--- config.mk ---
export PLATFORM = sky130hd
export DESIGN_NAME = histogram_plateau_peak_finder_unit
export DESIGN_NICKNAME = d
export VERILOG_FILES = /design/src/sv/hppf_pkg.sv /design/src/sv/histogram_plateau_peak_finder_unit.sv /design/src/sv/hppf_tracker.sv /design/src/sv/hppf_result_reg.sv
export SDC_FILE = /design/constraint.sdc
export NUM_CORES = 1
export LEC_CHECK = 0
export ABC_AREA = 1
export BUFFER_PORTS_ARGS = -buffer_cell sky130_fd_sc_hd__buf_2
export CAP_MARGIN = 20
export CORE_MARGIN = 2
export CORE_UTILIZATION = 64
export DETAILED_ROUTE_END_ITERATION = 8
export GPL_TIMING_DRIVEN = 0
export PLACE_DENSITY_LB_ADDON = 0.25
export RECOVER_POWER = 50
export SLEW_MARGIN = 15
export SYNTH_ARGS = -nofsm -noshare
export SYNTH_HDL_FRONTEND = slang
export SYNTH_SLANG_ARGS = --single-unit
--- constraint.sdc ---
create_clock -name clk -period 6.9 [get_ports clk]
set_input_delay 1.38 -clock clk [delete_from_list [all_inputs] [get_ports clk]]
set_output_delay 1.38 -clock clk [all_outputs]
set_load 0.01 [all_outputs]
--- src/sv/hppf_pkg.sv ---
// Shared types and constants for the histogram plateau peak finder.
// Depends on nothing; every other file imports it.
`default_nettype none

package hppf_pkg;

	localparam int BIN_W = 16;
	localparam int IDX_W = 10;

	// one result word as it leaves the tracker
	typedef struct packed {
		logic             emit;
		logic [IDX_W-1:0] peak_index;
		logic             peak_valid;
		logic             end_of_list;
	} hppf_result_t;

endpackage : hppf_pkg

`default_nettype wire

--- src/sv/histogram_plateau_peak_finder_unit.sv ---
// Top level of the histogram plateau peak finder: input register, tracker, output register.
// Depends on hppf_pkg, hppf_tracker and hppf_result_reg.
//
// Stream histogram bins in on the slave side, bin 0 first, one word per bin, tlast on the
// final bin. Each run of equal bins whose left neighbor is lower (or that starts at bin 0)
// and whose right neighbor is lower (or that reaches the final bin) is reported as one
// peak on the master side at the rounded center (start+end+1)>>1, on the result word
// caused by the bin that reveals its right edge. The final bin always yields one word with
// tlast set; tuser says whether that word also carries a peak. A bin at position
// MAX_BINS-1 closes the histogram even without tlast, and the next bin starts a new one.
// The block takes one bin per cycle while the result register has room; a result word
// passes from the input register through the tracker, whose decision is combinational,
// into the result register, which shows it on the master side. Bins that
// give no result make no word, but every bin waits in the input register while a held
// result word that is not taken keeps the result register full; the input side keeps
// accepting while a result waits as long as the tracker output can move into the result
// register.
`default_nettype none

module histogram_plateau_peak_finder_unit #(
	parameter int MAX_BINS = 1024
) (
	input  wire         clk,
	input  wire         arst_n,
	input  wire         s_tvalid,
	output logic        s_tready,
	input  wire  [15:0] s_tdata,   // [15:0] bin_count
	input  wire         s_tlast,   // last_bin
	output logic        m_tvalid,
	input  wire         m_tready,
	output logic [15:0] m_tdata,   // [9:0] peak_index, [15:10] zero
	output logic        m_tuser,   // [0] peak_valid
	output logic        m_tlast    // end_of_list
);
	import hppf_pkg::*;

	logic             valid_s1;
	logic [BIN_W-1:0] bin_s1;
	logic             last_s1;
	logic             advance;
	hppf_result_t     result;

	// accept a new word whenever the input register is empty or drains this cycle
	assign s_tready = !valid_s1 || advance;

	always_ff @(posedge clk or negedge arst_n) begin
		if (!arst_n) begin
			valid_s1 <= 1'b0;
		end else if (s_tready) begin
			valid_s1 <= s_tvalid;
		end
	end

	// hold the payload while the word waits for the tracker
	always_ff @(posedge clk) begin
		if (s_tvalid && s_tready) begin
			bin_s1  <= s_tdata[BIN_W-1:0];
			last_s1 <= s_tlast;
		end
	end

	// advance plateau state only when the staged bin moves on
	hppf_tracker #(
		.MAX_BINS(MAX_BINS)
	) u_tracker (
		.clk      (clk),
		.arst_n   (arst_n),
		.en       (advance),
		.bin_count(bin_s1),
		.last_bin (last_s1),
		.result   (result)
	);

	hppf_result_reg u_result (
		.clk      (clk),
		.arst_n   (arst_n),
		.in_valid (valid_s1),
		.in_result(result),
		.advance  (advance),
		.m_tvalid (m_tvalid),
		.m_tready (m_tready),
		.m_tdata  (m_tdata),
		.m_tuser  (m_tuser),
		.m_tlast  (m_tlast)
	);

endmodule : histogram_plateau_peak_finder_unit

`default_nettype wire

--- src/sv/hppf_tracker.sv ---
// Plateau tracking state and peak decision for one bin per cycle while en is high.
// Depends on hppf_pkg for the bin width and the result struct.
`default_nettype none

module hppf_tracker #(
	parameter int MAX_BINS = 1024
) (
	input  wire                        clk,
	input  wire                        arst_n,
	input  wire                        en,
	input  wire  [hppf_pkg::BIN_W-1:0] bin_count,
	input  wire                        last_bin,
	output hppf_pkg::hppf_result_t     result
);
	import hppf_pkg::*;

	localparam int            PW       = (MAX_BINS > 2) ? $clog2(MAX_BINS) : 1;
	localparam logic [PW-1:0] LAST_POS = PW'(MAX_BINS - 1);

	logic [BIN_W-1:0] prev_q;
	logic [PW-1:0]    pos_q;
	logic [PW-1:0]    start_q;
	logic             rose_q;

	logic [PW-1:0]       start_n;
	logic                rose_n;
	logic                final_bin;
	logic [PW:0]         idx_sum;
	logic [PW+IDX_W-1:0] idx_ext;

	always_comb begin
		start_n            = start_q;
		rose_n             = rose_q;
		idx_sum            = '0;
		result.emit        = 1'b0;
		result.peak_valid  = 1'b0;
		result.end_of_list = 1'b0;
		final_bin          = last_bin || (pos_q == LAST_POS);

		priority if (pos_q == '0) begin
			start_n = '0;
			rose_n  = 1'b1;
		end else if (bin_count < prev_q) begin
			// falling edge closes the plateau start_q .. pos_q-1
			if (rose_q) begin
				idx_sum           = {1'b0, start_q} + {1'b0, pos_q};
				result.peak_valid = 1'b1;
				result.emit       = 1'b1;
			end
			start_n = pos_q;
			rose_n  = 1'b0;
		end else if (bin_count > prev_q) begin
			start_n = pos_q;
			rose_n  = 1'b1;
		end else begin
			// equal bin extends the current plateau
			start_n = start_q;
			rose_n  = rose_q;
		end

		if (final_bin) begin
			// plateau running into the last bin counts as a peak when it rose
			if (rose_n) begin
				idx_sum           = {1'b0, start_n} + {1'b0, pos_q} + (PW+1)'(1);
				result.peak_valid = 1'b1;
			end
			result.end_of_list = 1'b1;
			result.emit        = 1'b1;
		end

		idx_ext           = {{IDX_W{1'b0}}, idx_sum[PW:1]};
		result.peak_index = idx_ext[IDX_W-1:0];
	end

	always_ff @(posedge clk or negedge arst_n) begin
		if (!arst_n) begin
			prev_q  <= '0;
			pos_q   <= '0;
			start_q <= '0;
			rose_q  <= 1'b1;
		end else if (en) begin
			if (final_bin) begin
				prev_q  <= '0;
				pos_q   <= '0;
				start_q <= '0;
				rose_q  <= 1'b1;
			end else begin
				prev_q  <= bin_count;
				pos_q   <= pos_q + PW'(1);
				start_q <= start_n;
				rose_q  <= rose_n;
			end
		end
	end

endmodule : hppf_tracker

`default_nettype wire

--- src/sv/hppf_result_reg.sv ---
// Output register that holds one result word until the master side takes it.
// Depends on hppf_pkg for the result struct and the index width.
`default_nettype none

module hppf_result_reg (
	input  wire                           clk,
	input  wire                           arst_n,
	input  wire                           in_valid,
	input  hppf_pkg::hppf_result_t        in_result,
	output logic                          advance,
	output logic                          m_tvalid,
	input  wire                           m_tready,
	output logic [15:0]                   m_tdata,  // [9:0] peak_index, [15:10] zero
	output logic                          m_tuser,  // [0] peak_valid
	output logic                          m_tlast
);
	import hppf_pkg::*;

	logic             valid_q;
	logic [IDX_W-1:0] index_q;
	logic             pvalid_q;
	logic             eol_q;
	logic             room;

	// the register has room when empty or when its word leaves this cycle
	assign room    = !valid_q || m_tready;
	assign advance = in_valid && room;

	always_ff @(posedge clk or negedge arst_n) begin
		if (!arst_n) begin
			valid_q <= 1'b0;
		end else if (room) begin
			valid_q <= in_valid && in_result.emit;
		end
	end

	always_ff @(posedge clk) begin
		if (advance && in_result.emit) begin
			index_q  <= in_result.peak_index;
			pvalid_q <= in_result.peak_valid;
			eol_q    <= in_result.end_of_list;
		end
	end

	assign m_tvalid = valid_q;
	assign m_tdata  = {{(16-IDX_W){1'b0}}, index_q};
	assign m_tuser  = pvalid_q;
	assign m_tlast  = eol_q;

endmodule : hppf_result_reg

`default_nettype wire

==> metrics, run 1 <==
Nets 573; ant diodes 0; CTS Sinks 68; worst relative slew slack -0.429; detailed-route wire length 8370 um; Yosys top cell by area dfrtp_1; highest routed layer met4; Final Hold Fails 0; Crit. End Element register; Primary FF master, synth dfrtp_1; Tightest Pin Transition 2.14 ns; Setup Viol. Count Final 0; CTS tree yes; crit path launch type register; Syn Std Cell Area 4060 um2; final worst path period share 0.514; RSZ-0062 raised after global routing no; CP peak stage delay 0.46 ns; WP buf/inv 1; synthesis-to-finish area growth 11.0%; Power Density 304 nW/um2; max-cap viol count 1; H-tree depth 3; Critical Path Source bin_s1[11]; initial antenna violation count 0; Overflow after GRT 0; die width 83.6 um; Worst path depth 17; setup TNS 0 ns; pin count of the biggest net entering global routing 40; ys async rst share 0.574; Clk Latency, worst-skew pair 0.35 ns; number of enable flip-flop cells after synthesis 29; boundary pin count 41; num rows 29; CTS Root Cell clkbuf_8; outcome complete, but fails checks; required time of the critical path 7.01 ns; WS Path Type register to register; VDD IR max 0.000223 V; Buffers on Ports 34; fin. max-slew vios 40; vias in the first global route 3362; Metal-1 WL 3460 um; R2R Path Start bin_s1[11]; met2 routed WL 4230 um; top-area cell type share of the netlist area 0.234; DRC 0; layout cells sized above 1 0.121; gr usage total 0.259; # hold bufs at CTS 0; Num CTS Buffers 9; worst-case clock skew 0.00964 ns; sequential share of the synthesized area 0.455; Reg clk slew, reported paths 0.08 ns; met3 routed WL 446 um; leak pwr 0.00216 uW; crit path DAT 3.66 ns; vias per std cell 5.67; Crit-path slowest cell fa_1; Synth top cells by count 76 x nand2_1, 67 x inv_1, 38 x dfrtp_1, 38 x o21ai_0, 35 x ha_1; first-pass detailed-route iteration total 5; syn_area_per_cell 8.74 um2; dominant cell by count in the synthesized netlist nand2_1; Die Y 83.6 um; first-pass GRT wire length 14400 um; DR iter-0 viols 248; Synth cell types 38; synth top area cells dfrtp_1 23%, edfxtp_1 21%, ha_1 11%; Crit path max-delay family compound AO/OA/AOI/OAI gates; minimum clock period 3.55 ns; reg2reg path depth 17; Layout Cells excl Fill 597; Synth Warn # 0; Cells after Synth 464; dpl hpwl 6220 um; initial core utilization 0.650; post_cts resized 0; gp weighted congestion 0.958; Post-DRT Antenna Nets 0; Post-Place Cells 580; Vias 3385; Min-Delay Path Class register to register; Max Root-Sink Buffers 2; die area 6990 um2; setup bufs post-CTS 0; critical path, cell by cell ha_1, a21oi_1, nand2_1, a21oi_1, nand2_2, nand2_4, clkbuf_1, a21oi_1, fa_1, a21oi_1, nand2_1, nand2_2, o21ai_2, nand2_1, nor2_1, o21ai_1, nand2_1; core area 6240 um2; Hold Path Origin u_tracker.prev_q[0]; synthesized flop and latch total 68; fmax 282 MHz; hold path depth 2; failing checks capacitance limit, slew limit; drt wl/cell 14.0 um; largest fanout on the critical path 10
## routing by layer
| layer | track usage | vias up |
|---|---|---|
| met5 | 0 | - |
| met4 | 0.126 | 0 |
| met3 | 0.0445 | 24 |
| met2 | 0.463 | 131 |
| met1 | 0.300 | 1581 |
| li1 | - | 1649 |
## layout by cell type (no fill, tap or decap), types with 4 or more instances in the layout
cell type	count
a21oi_1	34
buf_2	20
buf_4	7
clkbuf_1	23
clkbuf_8	10
conb_1	6
dfrtp_1	38
edfxtp_1	29
ha_1	35
inv_1	68
nand2_1	76
nand2_2	11
nand3_1	31
nand4_1	4
nor2_1	29
nor3_1	6
nor4_1	5
o21ai_0	38
o21ai_1	4
o22ai_1	7
xnor2_1	7
## area by class of cell
cell class                      instances  area (um2)
Buffer                                 14        75.1
Clock buffer                           11         141
Clock inverter                          5        28.8
Fill cell                             505        1740
Inverter                               70         263
Multi-Input combinational cell        317        1890
Sequential cell                        68        1850
Tap cell                               77        96.3
Timing Repair Buffer                   35         160
## sequential cells by signal (all words and copies together), names as in the netlist, 10 cells and up
| signal | count |
|---|---|
| bin_s1 | 16 |
| u_tracker.prev_q | 16 |
| u_result.index_q | 10 |
| u_tracker.pos_q | 10 |
| u_tracker.start_q | 10 |
## worst min-delay path, stage by stage (launching register included)
cell and delay [ns]:
dfrtp_1 0.36, nand2_1 0.05, o21ai_0 0.06
## cell families after synthesis
| family | after synthesis | synth area share |
|---|---|---|
| other | 1 | 0.000924 |
| XOR/XNOR | 9 | 0.0194 |
| AND/OR/NAND/NOR | 172 | 0.199 |
| adder cells (fa/ha/maj) | 37 | 0.118 |
| flip-flops | 68 | 0.455 |
| buffers and inverters | 84 | 0.0833 |
| AO/OA/AOI/OAI | 93 | 0.124 |
## per-stage QoR
stage / util / setup WS, ns / cell area (um2) / total power [uW] / hold WS, ns
after floorplan: - / 3.88 / 4080 / 933 / 0.457
after global placement: 0.696 / 3.39 / 4340 / 1060 / 0.484
after detailed placement: 0.696 / 3.31 / 4340 / 1080 / 0.488
after CTS: 0.723 / 3.28 / 4510 / 1370 / 0.505
after global routing: 0.722 / 3.05 / 4500 / 1460 / 0.558
final: 0.722 / 3.35 / 4500 / 1370 / 0.504
## worst paths after layout
path                                            end  slack [ns]
worst max-delay path            u_result.index_q[9]        3.35
worst min-delay path            u_tracker.prev_q[0]        0.50
worst max register to register  u_result.index_q[9]        3.35
worst min register to register  u_tracker.prev_q[0]        0.50
max in group asynchronous        u_tracker.pos_q[6]        4.02
min in group asynchronous       u_tracker.prev_q[6]        1.65
## where the power goes
part / internal (uW) / switching, uW
clock: 138 / 154
sequential: 518 / 42.7
combinational: 171 / 343
total: 827 / 540
(Power assumes the default switching activity.)
==> inputs of run 2 (changes only) <==
--- a/config.mk
+++ b/config.mk
@@ -5,11 +5,11 @@
 export SDC_FILE = /design/constraint.sdc
 export NUM_CORES = 1
 export LEC_CHECK = 0
-export ABC_AREA = 1
+export ABC_AREA = 0
 export BUFFER_PORTS_ARGS = -buffer_cell sky130_fd_sc_hd__buf_2
 export CAP_MARGIN = 20
 export CORE_MARGIN = 2
-export CORE_UTILIZATION = 64
+export CORE_UTILIZATION = 54
 export DETAILED_ROUTE_END_ITERATION = 8
 export GPL_TIMING_DRIVEN = 0
 export PLACE_DENSITY_LB_ADDON = 0.25
==> constraint.sdc (replaced) <==
create_clock -name clk -period 3.01 [get_ports clk]
set_input_delay 0.602 -clock clk [delete_from_list [all_inputs] [get_ports clk]]
set_output_delay 0.602 -clock clk [all_outputs]
set_load 0.01 [all_outputs]
==> run 2 against run 1 <==
The flow finishes with violations (capacitance limit, slew limit, setup timing); count of clock-buffer cells in the layout shrank 2; synthesized area grew 0.99%; critical path depth is the same; first-iteration DRC count shrank 3.2%; setup slack lost 4.2 ns; register-to-register slack lost 4.2 ns; clock power grew to 3.2 times the previous value; cell area grew 12%; clock skew grew 0.0046 ns; largest power group unchanged; highest routed layer unchanged.
==> metrics, run 2 <==
outcome complete, but fails checks; failing checks capacitance limit, slew limit, setup timing; Clk Latency, worst-skew pair 0.36 ns; top flop regs bin_s1: 16 flops, u_tracker.prev_q: 16 flops; initial core utilization 0.562; Post-Place Cells 554; Layout Cells excl Fill 588; Min-Delay Path Class input port to register; VDD IR max 0.000377 V; Reg clk slew, reported paths 0.08 ns; crit path launch type register; Worst R2R End u_result.index_q[6]; # hold bufs at CTS 0; Syn Std Cell Area 4100 um2; FF-to-FF setup slack -0.83 ns; Synth top cells by count 46 x nand2_1, 38 x dfrtp_1, 37 x o21ai_0; Fin Hold WS 0.419 ns; WS Path Type register to register; hold worst-path end bin_s1[3]; synthesis-to-finish area growth 23.1%; first-pass GRT wire length 16000 um; dpl hpwl 6700 um; max-cap viol count 1; gr usage total 0.246; Crit. End Element register; worst relative slew slack -0.487; Post-DRT Antenna Nets 0; Primary FF master, synth dfrtp_1; die width 91.1 um; setup TNS -5.92 ns; Synth Warn # 0; commonest non-fill, non-tap cell in the layout nand2_1; setup ws final -0.828 ns; Hold Path Origin s_tdata[3]; Die Y 91.1 um; top-area cell type share of the netlist area 0.232; ys async rst share 0.574; dominant cell by count in the synthesized netlist nand2_1; CTS Root Cell clkbuf_8; leak pwr 0.00215 uW; Num CTS Buffers 9; initial antenna violation count 0; fin. max-slew vios 40; Buffers on Ports 34; worst-case clock skew 0.0142 ns; Tightest Pin Transition 2.23 ns; Setup Viol. Count Final 9; ant diodes 0; Setup WS pre-CTS -1.14 ns; DRC 0; reg2reg path depth 17; hold path depth 1; syn_area_per_cell 9.85 um2; minimum clock period 3.84 ns; detailed-route wire length 9890 um; CTS tree yes; DR iter-0 viols 240; drt wl/cell 16.8 um; largest fanout on the critical path 4; sequential share of the synthesized area 0.451; core area 7290 um2; vias per std cell 5.81; Critical Path Source bin_s1[1]; synth top area cells dfrtp_1 23%, edfxtp_1 21%, ha_1 11%; Vias 3418; vias in the first global route 3400; layout cells sized above 1 0.233; Yosys top cell by area dfrtp_1; H-tree depth 3; R2R Path Start bin_s1[1]; number of enable flip-flop cells after synthesis 29; synthesized flop and latch total 68; Cells after Synth 416; Nets 542; crit path DAT 3.92 ns; Max Root-Sink Buffers 2; gp weighted congestion 0.909; required time of the critical path 3.10 ns; Overflow after GRT 0; RSZ-0062 raised after global routing yes; first-pass detailed-route iteration total 5; Synth cell types 65; boundary pin count 41; fmax 261 MHz; pin count of the biggest net entering global routing 40; num rows 31; commonest non-fill, non-tap cells in the layout 42 x nand2_1, 37 x dfrtp_1, 35 x o21ai_0; die area 8300 um2; final worst path period share 1.28; CTS Sinks 68; Final Hold Fails 0; Power Density 671 nW/um2
run 2: area by class of cell:
type | count | area (um2)
plain buffers | 21 | 123
fillers | 570 | 2250
well taps | 99 | 124
repair buffers | 53 | 307
clock inverters | 7 | 115
multi-input cells | 307 | 2310
inverters | 24 | 90.1
flip-flops and latches | 68 | 1850
clock buffers | 9 | 124
run 2: stage by stage:
step	util	power (uW)	cell area [um2]
CTS	0.684	3340	4990
global route	0.691	3570	5040
finish	0.691	3380	5040
detailed placement	0.621	2290	4530
global placement	0.621	2250	4530
floorplan	-	2000	4240
run 2: worst max-delay path by stage:
stage,endpoint,slack [ns],cells after the start
after floorplan,u_result.index_q[6],-0.57,16
after global placement,u_result.index_q[6],-1.06,17
after detailed placement,u_result.index_q[6],-1.14,17
after CTS,u_result.index_q[8],-0.79,17
after global routing,u_result.index_q[6],-0.97,15
final,u_result.index_q[6],-0.83,17
run 2: per-layer routing:
layer / track usage / vias to the layer above / share of wire
met5: 0 / - / 0
met4: 0.0972 / 0 / 0.017
met3: 0.0465 / 20 / 0.051
met2: 0.438 / 110 / 0.52
met1: 0.294 / 1640 / 0.42
li1: - / 1648 / -
run 2: repair_timing:
item | CTS | global route
setup endpoints to repair | 10 | 26
endpoints found under the hold margin | 0 | 0
setup buffers | 17 | 2
resized for setup | 21 | 11
pin swaps | 17 | 14
run 2: worst max-delay path, stage by stage, from the launching register on:
cell and delay (ns):
edfxtp_1 0.44, ha_4 0.29, nor2b_1 0.13, o211ai_1 0.12, a2111o_1 0.51, a31oi_4 0.19, buf_6 0.14, nand2_4 0.05
a21oi_4 0.17, ha_4 0.22, a21o_1 0.19, a21oi_4 0.17, and2_4 0.19, nor4_4 0.04, a21bo_2 0.23, a211oi_2 0.21
xor2_1 0.18, o22ai_1 0.09
run 2: logic make-up after synthesis:
kind of cell	Yosys count	synth area share
adder cells (fa/ha/maj)	37	0.117
flip-flops	68	0.451
XOR/XNOR	12	0.0256
other	1	0.000915
buffers and inverters	46	0.0504
multiplexers	3	0.00794
AO/OA/AOI/OAI	121	0.189
AND/OR/NAND/NOR	128	0.159
run 2: report_power, final:
part,internal (uW),switching [uW],leakage (uW)
Sequential,1140,116,0.000797
Combinational,490,717,0.00124
Clock,547,377,0.000117
